--- src/hw/rtl/assert_macros.svh ---
// Assertion helpers for the RTL.
`ifndef ASSERT_MACROS_SVH
`define ASSERT_MACROS_SVH

// Same-cycle implication, disabled while reset is high.
`define ASSERT_IMPLIES(lbl, ante, cons) \
  lbl: assert property (@(posedge clk) disable iff (rst) (ante) |-> (cons)) \
    else $error("assertion failed");

// Next-cycle implication, disabled while reset is high.
`define ASSERT_NEXT(lbl, ante, cons) \
  lbl: assert property (@(posedge clk) disable iff (rst) (ante) |=> (cons)) \
    else $error("assertion failed");

`endif

--- src/hw/rtl/vpim_pkg.sv ---
`default_nettype none
package vpim_pkg;

  // Item opcodes
  localparam logic [1:0] OP_TICK  = 2'd0;
  localparam logic [1:0] OP_READ  = 2'd1;
  localparam logic [1:0] OP_WRITE = 2'd2;

  // Write offsets
  localparam logic [4:0] REG_IRQ_EN    = 5'h00;
  localparam logic [4:0] REG_LATCH_WR  = 5'h01;
  localparam logic [4:0] REG_MUL_A     = 5'h02;
  localparam logic [4:0] REG_MUL_B     = 5'h03;
  localparam logic [4:0] REG_DIV_LO    = 5'h04;
  localparam logic [4:0] REG_DIV_HI    = 5'h05;
  localparam logic [4:0] REG_DIV_B     = 5'h06;
  localparam logic [4:0] REG_HTIME_LO  = 5'h07;
  localparam logic [4:0] REG_HTIME_HI  = 5'h08;
  localparam logic [4:0] REG_VTIME_LO  = 5'h09;
  localparam logic [4:0] REG_VTIME_HI  = 5'h0a;

  // Read offsets
  localparam logic [4:0] REG_NMI_FLAG  = 5'h10;
  localparam logic [4:0] REG_IRQ_FLAG  = 5'h11;
  localparam logic [4:0] REG_STATUS    = 5'h12;
  localparam logic [4:0] REG_LATCH_RD  = 5'h13;
  localparam logic [4:0] REG_QUO_LO    = 5'h14;
  localparam logic [4:0] REG_QUO_HI    = 5'h15;
  localparam logic [4:0] REG_PROD_LO   = 5'h16;
  localparam logic [4:0] REG_PROD_HI   = 5'h17;
  localparam logic [4:0] REG_PAD_LO    = 5'h18;
  localparam logic [4:0] REG_PAD_HI    = 5'h19;
  localparam logic [4:0] REG_ZERO_LO   = 5'h1a;
  localparam logic [4:0] REG_ZERO_HI   = 5'h1f;

  // Open-bus merge masks
  localparam logic [7:0] BUS_MASK_NMI    = 8'h70;
  localparam logic [7:0] BUS_MASK_IRQ    = 8'h7f;
  localparam logic [7:0] BUS_MASK_STATUS = 8'h3e;
  localparam logic [7:0] NMI_FLAG_VER    = 8'h02;

  // Beam positions
  localparam logic [8:0]  LINE_VBL     = 9'd225;
  localparam logic [8:0]  LINE_VBL_OS  = 9'd240;
  localparam logic [10:0] DOT_RENDER   = 11'd512;
  localparam logic [10:0] DOT_HDMA     = 11'd1024;
  localparam logic [10:0] DOT_GAP_LO   = 11'd536;
  localparam logic [10:0] DOT_GAP_HI   = 11'd576;
  localparam logic [10:0] DOT_STEP     = 11'd2;

  // Reset values
  localparam logic [7:0]  RST_MUL_A    = 8'hff;
  localparam logic [15:0] RST_PROD     = 16'hfe01;
  localparam logic [15:0] RST_DIVIDEND = 16'hffff;
  localparam logic [15:0] RST_QUO      = 16'h0101;
  localparam logic [8:0]  RST_MATCH    = 9'h1ff;
  localparam logic [15:0] QUO_DIV_ZERO = 16'hffff;

  // Divider
  localparam int DIV_STEPS = 16;
  localparam int DIV_CW    = $clog2(DIV_STEPS);

  typedef struct packed {
    logic        done;
    logic [15:0] quotient;
    logic [7:0]  remainder;
  } div_res_t;

  function automatic logic [15:0] bit_rev16(input logic [15:0] x);
    logic [15:0] r;
    for (int i = 0; i < 16; i++) begin
      r[i] = x[15 - i];
    end
    return r;
  endfunction

endpackage
`default_nettype wire

--- src/hw/rtl/vpim_div.sv ---
`default_nettype none
module vpim_div (
  input  wire logic              clk,
  input  wire logic              rst,
  input  wire logic              start,
  input  wire logic [15:0]       dividend,
  input  wire logic [7:0]        divisor,
  output vpim_pkg::div_res_t     res
);
  import vpim_pkg::*;

  logic              busy;
  logic [DIV_CW-1:0] step;
  logic [15:0]       quo;
  logic [7:0]        rem;
  logic [7:0]        dvsr;
  logic              done;

  logic [8:0] trial;
  logic [9:0] diff;
  logic       ge;

  // One restoring step: bring in the next dividend bit, try the subtract
  always_comb begin
    trial = {rem, quo[15]};
    diff  = {1'b0, trial} - {2'b00, dvsr};
    ge    = !diff[9];
  end

  // Control
  always_ff @(posedge clk) begin
    if (rst) begin
      busy <= 1'b0;
      step <= '0;
      done <= 1'b0;
    end else begin
      done <= 1'b0;
      if (start) begin
        busy <= 1'b1;
        step <= '0;
      end else if (busy) begin
        step <= step + 1'b1;
        if (step == DIV_CW'(DIV_STEPS - 1)) begin
          busy <= 1'b0;
          done <= 1'b1;
        end
      end
    end
  end

  // Datapath: quotient bits shift in where dividend bits shift out
  always_ff @(posedge clk) begin
    if (start) begin
      quo  <= dividend;
      rem  <= '0;
      dvsr <= divisor;
    end else if (busy) begin
      quo <= {quo[14:0], ge};
      rem <= ge ? diff[7:0] : trial[7:0];
    end
  end

  assign res.done      = done;
  assign res.quotient  = quo;
  assign res.remainder = rem;

endmodule
`default_nettype wire

--- src/hw/rtl/video_position_irq_and_math_registers_core.sv ---
`default_nettype none
// Beam position counter, timer IRQ and math registers. Every item (tick,
// register read, register write) is taken and its result sits
// in the output register from the next cycle; a new item is taken in the
// same cycle the previous result leaves. The exception is a write to the
// divisor register with a non-zero byte: the 16/8 divide runs on a
// restoring divider, one quotient bit per cycle, so the input stalls
// until the result is in the output register.
// Writes to the auto-joypad, NMI enable and ROM speed bits are taken but
// have no effect in this block; DMA start offsets are ignored.
module video_position_irq_and_math_registers_core #(
  parameter int DOTS_PER_LINE   = 1364,
  parameter int LINES_PER_FRAME = 262
) (
  input  wire logic        clk,
  input  wire logic        rst,
  // input channel
  input  wire logic        in_valid,
  output logic             in_stall,
  input  wire logic [1:0]  opcode,
  input  wire logic [4:0]  reg_offset,
  input  wire logic [7:0]  write_data,
  input  wire logic        overscan_on,
  input  wire logic        render_off,
  input  wire logic [15:0] pad_state,
  input  wire logic [7:0]  open_bus,
  // result channel
  output logic             out_valid,
  input  wire logic        out_stall,
  output logic [7:0]       read_data,
  output logic             irq_pending,
  output logic             vblank_flag,
  output logic             nmi_flag,
  output logic             cpu_slot,
  output logic             hdma_init_pulse,
  output logic             vblank_start_pulse,
  output logic             render_pulse,
  output logic [8:0]       line_number,
  output logic             hdma_run_pulse,
  output logic             latch_pulse
);
  import vpim_pkg::*;

  localparam logic [10:0] DOTS_END  = 11'(DOTS_PER_LINE);
  localparam logic [8:0]  LINES_END = 9'(LINES_PER_FRAME);

  // State
  logic [10:0] dot_pos;
  logic [8:0]  line_pos;
  logic        in_vblank, in_nmi, in_irq;
  logic        h_irq_on, v_irq_on, latch_level;
  logic [7:0]  mul_operand;
  logic [15:0] mul_result, dividend, quotient;
  logic [8:0]  h_match, v_match;
  logic        div_wait;

  logic [10:0] dot_pos_next;
  logic [8:0]  line_pos_next;
  logic        in_vblank_next, in_nmi_next, in_irq_next;
  logic        h_irq_on_next, v_irq_on_next, latch_level_next;
  logic [7:0]  mul_operand_next;
  logic [15:0] mul_result_next, dividend_next, quotient_next;
  logic [8:0]  h_match_next, v_match_next;

  // Result fields of the current item
  logic [7:0]  rd_c;
  logic        slot_c, hinit_c, vstart_c, ren_c, hrun_c, lpulse_c;
  logic        div_start;

  logic        vhit, hhit;
  logic [10:0] dot_sum;
  logic [8:0]  line_sum;
  logic [15:0] pad_rev;

  logic        in_accept, out_accept;
  div_res_t    div_res;

  assign in_accept  = in_valid && !in_stall;
  assign out_accept = out_valid && !out_stall;
  assign in_stall   = div_wait || (out_valid && out_stall);

  // Item decode and next state
  always_comb begin
    dot_pos_next     = dot_pos;
    line_pos_next    = line_pos;
    in_vblank_next   = in_vblank;
    in_nmi_next      = in_nmi;
    in_irq_next      = in_irq;
    h_irq_on_next    = h_irq_on;
    v_irq_on_next    = v_irq_on;
    latch_level_next = latch_level;
    mul_operand_next = mul_operand;
    mul_result_next  = mul_result;
    dividend_next    = dividend;
    quotient_next    = quotient;
    h_match_next     = h_match;
    v_match_next     = v_match;
    rd_c      = '0;
    slot_c    = 1'b0;
    hinit_c   = 1'b0;
    vstart_c  = 1'b0;
    ren_c     = 1'b0;
    hrun_c    = 1'b0;
    lpulse_c  = 1'b0;
    div_start = 1'b0;
    vhit      = ({1'b0, line_pos} == ({1'b0, v_match} + 10'd1));
    hhit      = (dot_pos == {h_match, 2'b00});
    dot_sum   = dot_pos + DOT_STEP;
    line_sum  = line_pos + 9'd1;
    pad_rev   = bit_rev16(pad_state);

    case (opcode)
      OP_TICK: begin
        slot_c = (dot_pos < DOT_GAP_LO) || (dot_pos >= DOT_GAP_HI);
        // timer IRQ match
        if (v_irq_on && h_irq_on) begin
          if (vhit && hhit) in_irq_next = 1'b1;
        end else if (v_irq_on) begin
          if (vhit && dot_pos == DOT_HDMA) in_irq_next = 1'b1;
        end else if (h_irq_on) begin
          if (hhit) in_irq_next = 1'b1;
        end
        // line events
        if (dot_pos == '0) begin
          if (line_pos == '0) begin
            in_vblank_next = 1'b0;
            in_nmi_next    = 1'b0;
            hinit_c        = 1'b1;
          end else if (line_pos == LINE_VBL) begin
            vstart_c = !overscan_on;
          end else if (line_pos == LINE_VBL_OS) begin
            vstart_c = !in_vblank;
          end
          if (vstart_c) begin
            in_vblank_next = 1'b1;
            in_nmi_next    = 1'b1;
          end
        end else if (dot_pos == DOT_RENDER) begin
          ren_c = !in_vblank && !render_off;
        end else if (dot_pos == DOT_HDMA) begin
          hrun_c = !in_vblank;
        end
        // advance beam
        if (dot_sum >= DOTS_END || dot_sum < DOT_STEP) begin
          dot_pos_next  = '0;
          line_pos_next = (line_sum >= LINES_END || line_sum == '0) ? '0 : line_sum;
        end else begin
          dot_pos_next = dot_sum;
        end
      end
      OP_READ: begin
        case (reg_offset)
          REG_NMI_FLAG: rd_c = NMI_FLAG_VER | {in_nmi, 7'd0} | (open_bus & BUS_MASK_NMI);
          REG_IRQ_FLAG: begin
            rd_c        = {in_irq, 7'd0} | (open_bus & BUS_MASK_IRQ);
            in_irq_next = 1'b0;
          end
          REG_STATUS:   rd_c = {in_vblank, (dot_pos >= DOT_HDMA), 6'd0}
                               | (open_bus & BUS_MASK_STATUS);
          REG_LATCH_RD: rd_c = {latch_level, 7'd0};
          REG_QUO_LO:   rd_c = quotient[7:0];
          REG_QUO_HI:   rd_c = quotient[15:8];
          REG_PROD_LO:  rd_c = mul_result[7:0];
          REG_PROD_HI:  rd_c = mul_result[15:8];
          REG_PAD_LO:   rd_c = pad_rev[7:0];
          REG_PAD_HI:   rd_c = pad_rev[15:8];
          default:      rd_c = (reg_offset inside {[REG_ZERO_LO:REG_ZERO_HI]}) ? '0 : open_bus;
        endcase
      end
      OP_WRITE: begin
        case (reg_offset)
          REG_IRQ_EN: begin
            h_irq_on_next = write_data[4];
            v_irq_on_next = write_data[5];
            if (!write_data[4] && !write_data[5]) in_irq_next = 1'b0;
          end
          REG_LATCH_WR: begin
            lpulse_c         = !write_data[7] && latch_level;
            latch_level_next = write_data[7];
          end
          REG_MUL_A:    mul_operand_next = write_data;
          REG_MUL_B:    mul_result_next  = {8'd0, mul_operand} * {8'd0, write_data};
          REG_DIV_LO:   dividend_next    = {dividend[15:8], write_data};
          REG_DIV_HI:   dividend_next    = {write_data, dividend[7:0]};
          REG_DIV_B: begin
            // zero divisor resolves at once; otherwise the divider runs
            if (write_data == '0) begin
              quotient_next   = QUO_DIV_ZERO;
              mul_result_next = dividend;
            end else begin
              div_start = 1'b1;
            end
          end
          REG_HTIME_LO: h_match_next = {h_match[8], write_data};
          REG_HTIME_HI: h_match_next = {write_data[0], h_match[7:0]};
          REG_VTIME_LO: v_match_next = {v_match[8], write_data};
          REG_VTIME_HI: v_match_next = {write_data[0], v_match[7:0]};
          default: ;
        endcase
      end
      default: ;
    endcase
  end

  // Divider
  vpim_div u_div (
    .clk      (clk),
    .rst      (rst),
    .start    (in_accept && div_start),
    .dividend (dividend),
    .divisor  (write_data),
    .res      (div_res)
  );

  // Control state
  always_ff @(posedge clk) begin
    if (rst) begin
      dot_pos     <= '0;
      line_pos    <= '0;
      in_vblank   <= 1'b0;
      in_nmi      <= 1'b0;
      in_irq      <= 1'b0;
      h_irq_on    <= 1'b0;
      v_irq_on    <= 1'b0;
      latch_level <= 1'b0;
      mul_operand <= RST_MUL_A;
      mul_result  <= RST_PROD;
      dividend    <= RST_DIVIDEND;
      quotient    <= RST_QUO;
      h_match     <= RST_MATCH;
      v_match     <= RST_MATCH;
      div_wait    <= 1'b0;
      out_valid   <= 1'b0;
    end else begin
      if (in_accept) begin
        dot_pos     <= dot_pos_next;
        line_pos    <= line_pos_next;
        in_vblank   <= in_vblank_next;
        in_nmi      <= in_nmi_next;
        in_irq      <= in_irq_next;
        h_irq_on    <= h_irq_on_next;
        v_irq_on    <= v_irq_on_next;
        latch_level <= latch_level_next;
        mul_operand <= mul_operand_next;
        mul_result  <= mul_result_next;
        dividend    <= dividend_next;
        quotient    <= quotient_next;
        h_match     <= h_match_next;
        v_match     <= v_match_next;
        div_wait    <= div_start;
        out_valid   <= !div_start;
      end else if (div_res.done) begin
        quotient   <= div_res.quotient;
        mul_result <= {8'd0, div_res.remainder};
        div_wait   <= 1'b0;
        out_valid  <= 1'b1;
      end else if (out_accept) begin
        out_valid <= 1'b0;
      end
    end
  end

  // Result register
  always_ff @(posedge clk) begin
    if (in_accept) begin
      read_data          <= rd_c;
      irq_pending        <= in_irq_next;
      vblank_flag        <= in_vblank_next;
      nmi_flag           <= in_nmi_next;
      cpu_slot           <= slot_c;
      hdma_init_pulse    <= hinit_c;
      vblank_start_pulse <= vstart_c;
      render_pulse       <= ren_c;
      line_number        <= line_pos;
      hdma_run_pulse     <= hrun_c;
      latch_pulse        <= lpulse_c;
    end
  end

  `include "assert_macros.svh"

  // A divide in flight holds the input and has no result shown yet
  `ASSERT_IMPLIES(a_div_holds_input, div_wait, in_stall && !out_valid)
  `ASSERT_NEXT(a_div_launch, in_accept && div_start, div_wait)
  `ASSERT_IMPLIES(a_dot_range, 1'b1, dot_pos < DOTS_END)
  `ASSERT_IMPLIES(a_line_range, 1'b1, line_pos < LINES_END)

endmodule
`default_nettype wire

--- config.mk ---
export PLATFORM = sky130hd
export DESIGN_NAME = video_position_irq_and_math_registers_core
export DESIGN_NICKNAME = d
export VERILOG_FILES = /design/src/hw/rtl/vpim_pkg.sv /design/src/hw/rtl/vpim_div.sv /design/src/hw/rtl/video_position_irq_and_math_registers_core.sv
export VERILOG_INCLUDE_DIRS = /design/src /design/src/hw/rtl
export SDC_FILE = /design/constraint.sdc
export NUM_CORES = 1
export LEC_CHECK = 0
export BUFFER_PORTS_ARGS = -buffer_cell sky130_fd_sc_hd__buf_2
export CAP_MARGIN = 20
export CORE_MARGIN = 2
export CORE_UTILIZATION = 30
export DETAILED_ROUTE_END_ITERATION = 6
export GPL_ROUTABILITY_DRIVEN = 0
export GPL_TIMING_DRIVEN = 0
export SLEW_MARGIN = 40
export SYNTH_ARGS = -nofsm -noshare
export SYNTH_HDL_FRONTEND = slang
export SYNTH_SLANG_ARGS = --single-unit
--- constraint.sdc ---
create_clock -name clk -period 12.4 [get_ports clk]
set_input_delay 0 -clock clk [delete_from_list [all_inputs] [get_ports clk]]
set_output_delay 0 -clock clk [all_outputs]
set_load 0.03 [all_outputs]
==> results.sh <==
export IMPL_cts_tree="built"
export IMPL_1st_pass_router_iterations=7
export IMPL_placement_cell_area_um2=11490
export IMPL_worst_ep_required_time_ns=12.73
export IMPL_cp_slowest_cell="sky130_fd_sc_hd__fa_1"
export IMPL_grt_first_pass_wirelength_um=47710
export IMPL_routed_wire_length_per_instance_um=17.56
export IMPL_iteration_0_drc_markers=792
export IMPL_synthTopCellsByArea="sky130_fd_sc_hd__dfxtp_1 22%, sky130_fd_sc_hd__edfxtp_1 14%, sky130_fd_sc_hd__fa_1 7.0%"
export IMPL_dieWidth_um=191.8
export IMPL_sequential_element_share_of_the_synthesized_area_pct=35.96
export IMPL_clk_transition_reported_paths_ns=0.07
export IMPL_routed_wl_um=30760
export IMPL_power_leakage_nw=4.999
export IMPL_post_cts_setup_buffers=0
export IMPL_synth_area_um2=10580
export IMPL_detailroute_via_count=8920
export IMPL_timing_critical_path_cells="dlygate4sd3_1 -> buf_2 -> clkbuf_1 -> nand2_1 -> fa_1 -> fa_1 -> inv_1 -> fa_1 -> inv_1 -> fa_1 -> inv_1 -> ha_1 -> a21oi_1 -> nor2b_1 -> nor3_1 -> o311ai_0 -> a21oi_1 -> mux2i_1 -> nand3_1"
export IMPL_final_layout_size_suffix_gt1_share_pct=12.82
export IMPL_post_cts_resized=0
export IMPL_maxSlewHeadroom_pct=40.52
export IMPL_cellPowerDensity_nw_per_um2=141.5
export IMPL_final_design_area_no_fill_um2=12310
export IMPL_route_antenna_remaining_nets=0
export IMPL_grt_usage_pct=16.86
export IMPL_path_class="input port to flip-flop"
export IMPL_ffs_latches_synth=165
export IMPL_clock_tree_root_cell="sky130_fd_sc_hd__clkbuf_16"
export IMPL_pin_count=73
export IMPL_final_period_util_pct=41.87
export IMPL_worst_path_largest_cell_delay_ns=0.54
export IMPL_ctsLongestPathBuffers=2
export IMPL_kind_of_launch_point_of_the_worst_setup_path="input port"
export IMPL_rsz0062_at_grt="false"
export IMPL_fin_setup_tns_ns=0
export IMPL_clk_sink_count=165
export IMPL_synth_fp_nets=1313
export IMPL_die_area_um2=36780
export IMPL_timing_endpoint_of_the_critical_path="mul_result[15]"
export IMPL_worst_r2r_start="mul_operand[0]"
export IMPL_worst_r2r_setup_slack_ns=7.64
export IMPL_core_region_area_um2=34630
export IMPL_transition_at_the_pin_with_the_smallest_max_transition_slack_ns=0.8922
export IMPL_viasPerCell=5.091
export IMPL_synth_enable_flop_cells=50
export IMPL_synthToLayoutAreaGrowth_pct=16.32
export IMPL_synth_warnings=0
export IMPL_timing_final_ws_setup_ns=7.209
export IMPL_share_of_synthesized_registers_carrying_an_async_set_or_reset_pct=0
export IMPL_final_min_clock_period_ns=5.191
export IMPL_r2r_end="mul_result[15]"
export IMPL_synth_cell_type_count=84
export IMPL_fin_skew_ns=0.006518
export IMPL_clk_latency_ns=0.44
export IMPL_finalSetupViolations=0
export IMPL_post_route_util_pct=35.54
export IMPL_drv_cap=0
export IMPL_critPathMostFrequentCell="sky130_fd_sc_hd__fa_1"
export IMPL_grt_overflow_total=0
export IMPL_first_global_vias=8418
export IMPL_vdd_ir_drop_max_mv=0.09971
export IMPL_initial_core_utilization_pct=30.55
export IMPL_arrival_ns=5.52
export IMPL_dp_worst_setup_slack_ns=7.280
export IMPL_clock_tree_htree_level_count=4
export IMPL_min_delay_path_class="input port to flip-flop"
export IMPL_post_route_drc_count=0
export IMPL_status="completed"
export IMPL_average_instance_area_after_synthesis_um2=8.980
export IMPL_buffer_ports_inserted=67
export IMPL_slew_viol_final=0
export IMPL_floorplan_rows=68
export IMPL_antenna_found_initial=2
export IMPL_numCtsBuffers=17
export IMPL_postSynthCellCount=1178
export IMPL_grt_start_max_net_pins=36
export IMPL_setup_worst_path_start="write_data[7]"
export IMPL_hpwlAfterDp_um=22840
export IMPL_post_synth_top_area_cell="sky130_fd_sc_hd__dfxtp_1"
export IMPL_holdBufCountCts=18
export IMPL_ys_flop_type="sky130_fd_sc_hd__dfxtp_1"
export IMPL_hold_viol_final=0
export IMPL_layout_nets=1417
export IMPL_worst_setup_ep_type="flip-flop"
export IMPL_max_freq_mhz=192.6
export IMPL_timing_critical_path_fanout_max=10
export IMPL_synth_largest_type_area_fraction_pct=21.76
export IMPL_ff2ff_path_depth=16
export IMPL_die_y_um=191.8
==> state kept, by name, summed over array words and instances, names as in the netlist, 4 cells and up <==
name and count:
line_number 9, u_div.rem 8, v_match 9, line_pos 9
mul_operand 8, read_data 8, u_div.quo 16, u_div.dvsr 8
quotient 16, dot_pos 10, h_match 9, mul_result 16
dividend 16, u_div.step 4
==> through the flow <==
step                      std cells  power (mW)  hold WS [ns]
after global routing           1751       1.840       0.04970
after floorplan                1178       1.024       0.09887
after global placement         1700       1.160        0.2924
final                          1752       1.741       0.02133
after CTS                      1750       1.746      0.002364
after detailed placement       1700       1.170        0.2945
==> worst min-delay path by stage <==
stage,to,start,slack (ns),depth (start not counted)
after floorplan,u_div.dvsr[0],write_data[0],0.1,0
after global placement,render_pulse,render_off,0.29,2
after detailed placement,render_pulse,render_off,0.29,2
after CTS,read_data[4],pad_state[11],0.002,4
after global routing,read_data[4],pad_state[11],0.05,4
final,read_data[4],pad_state[3],0.02,4
==> routing by layer <==
metal	up-vias	global-route usage, %	routed length, um
met5	-	0	0
met4	0	5.503	734
met3	42	2.375	1685
met2	292	27.53	14260
met1	4254	22.90	14090
li1	4332	-	-
==> cell usage in the layout, fill, tap and decap left out, drive strengths merged, types with 8 or more instances in the layout <==
cell type    count
nand2          168
dfxtp          115
buf             93
inv             88
nor2            74
clkbuf          62
nor3            60
and2            56
ha              53
mux2i           51
edfxtp          50
a21oi           48
nand3           47
fa              37
o21ai           32
xnor2           21
xor2            18
dlygate4sd3     18
nor4            14
nand4           14
a211oi          12
mux2            11
nor2b           10
o21a             9
nand2b           8
or2              8
==> cells in the mapped netlist, types with 4 or more instances <==
| master | instances |
|---|---|
| sky130_fd_sc_hd__a211oi_1 | 12 |
| sky130_fd_sc_hd__a21o_1 | 5 |
| sky130_fd_sc_hd__a21oi_1 | 48 |
| sky130_fd_sc_hd__a221oi_1 | 7 |
| sky130_fd_sc_hd__a311oi_1 | 4 |
| sky130_fd_sc_hd__a31oi_1 | 5 |
| sky130_fd_sc_hd__and2_1 | 56 |
| sky130_fd_sc_hd__buf_1 | 5 |
| sky130_fd_sc_hd__buf_2 | 18 |
| sky130_fd_sc_hd__clkbuf_1 | 42 |
| sky130_fd_sc_hd__dfxtp_1 | 115 |
| sky130_fd_sc_hd__edfxtp_1 | 50 |
| sky130_fd_sc_hd__fa_1 | 37 |
| sky130_fd_sc_hd__ha_1 | 53 |
| sky130_fd_sc_hd__inv_1 | 80 |
| sky130_fd_sc_hd__mux2_2 | 11 |
| sky130_fd_sc_hd__mux2i_1 | 51 |
| sky130_fd_sc_hd__mux4_2 | 6 |
| sky130_fd_sc_hd__nand2_1 | 167 |
| sky130_fd_sc_hd__nand2b_1 | 8 |
| sky130_fd_sc_hd__nand3_1 | 45 |
| sky130_fd_sc_hd__nand4_1 | 13 |
| sky130_fd_sc_hd__nor2_1 | 72 |
| sky130_fd_sc_hd__nor2b_1 | 10 |
| sky130_fd_sc_hd__nor3_1 | 59 |
| sky130_fd_sc_hd__nor3b_1 | 5 |
| sky130_fd_sc_hd__nor4_1 | 13 |
| sky130_fd_sc_hd__o211ai_1 | 7 |
| sky130_fd_sc_hd__o21a_1 | 9 |
| sky130_fd_sc_hd__o21ai_0 | 26 |
| sky130_fd_sc_hd__o21ai_1 | 6 |
| sky130_fd_sc_hd__o32ai_1 | 4 |
| sky130_fd_sc_hd__or2_2 | 6 |
| sky130_fd_sc_hd__or3_1 | 5 |
| sky130_fd_sc_hd__or4_1 | 6 |
| sky130_fd_sc_hd__xnor2_1 | 21 |
| sky130_fd_sc_hd__xor2_1 | 18 |
==> report_power, final <==
group          total, mW  internal, mW  switching, mW
Clock              0.572         0.335          0.238
Sequential         0.586         0.572         0.0145
Combinational      0.582         0.241          0.341
==> critical path, delay by kind of cell <==
family / cells / cell delay, ns
adders and majority gates: 5 / 2.49
AOI/OAI and AO/OA: 3 / 0.64
and+or+nand+nor: 4 / 0.61
muxes: 1 / 0.25
buffers and inverters: 6 / 1.50
==> cells by family after synthesis <==
family	share of synthesized area [%]
buffers and inverters	5.748
AND/OR/NAND/NOR	22.73
flip-flops	35.96
multiplexers	7.274
adder cells (fa/ha/maj)	13.27
AO/OA/AOI/OAI	11.79
XOR/XNOR	3.229
==> cell type report <==
cell class	count	area, um^2
Fill cell	3525	22320
Multi-Input combinational cell	862	6167
Sequential cell	165	3804
Tap cell	455	569.3
Timing Repair Buffer	85	515.5
Clock buffer	20	500.5
Inverter	83	311.5
Buffer	68	301.5
Clock inverter	12	131.4
Antenna cell	2	5.005
No activity file was read; power rests on OpenSTA's default activity.
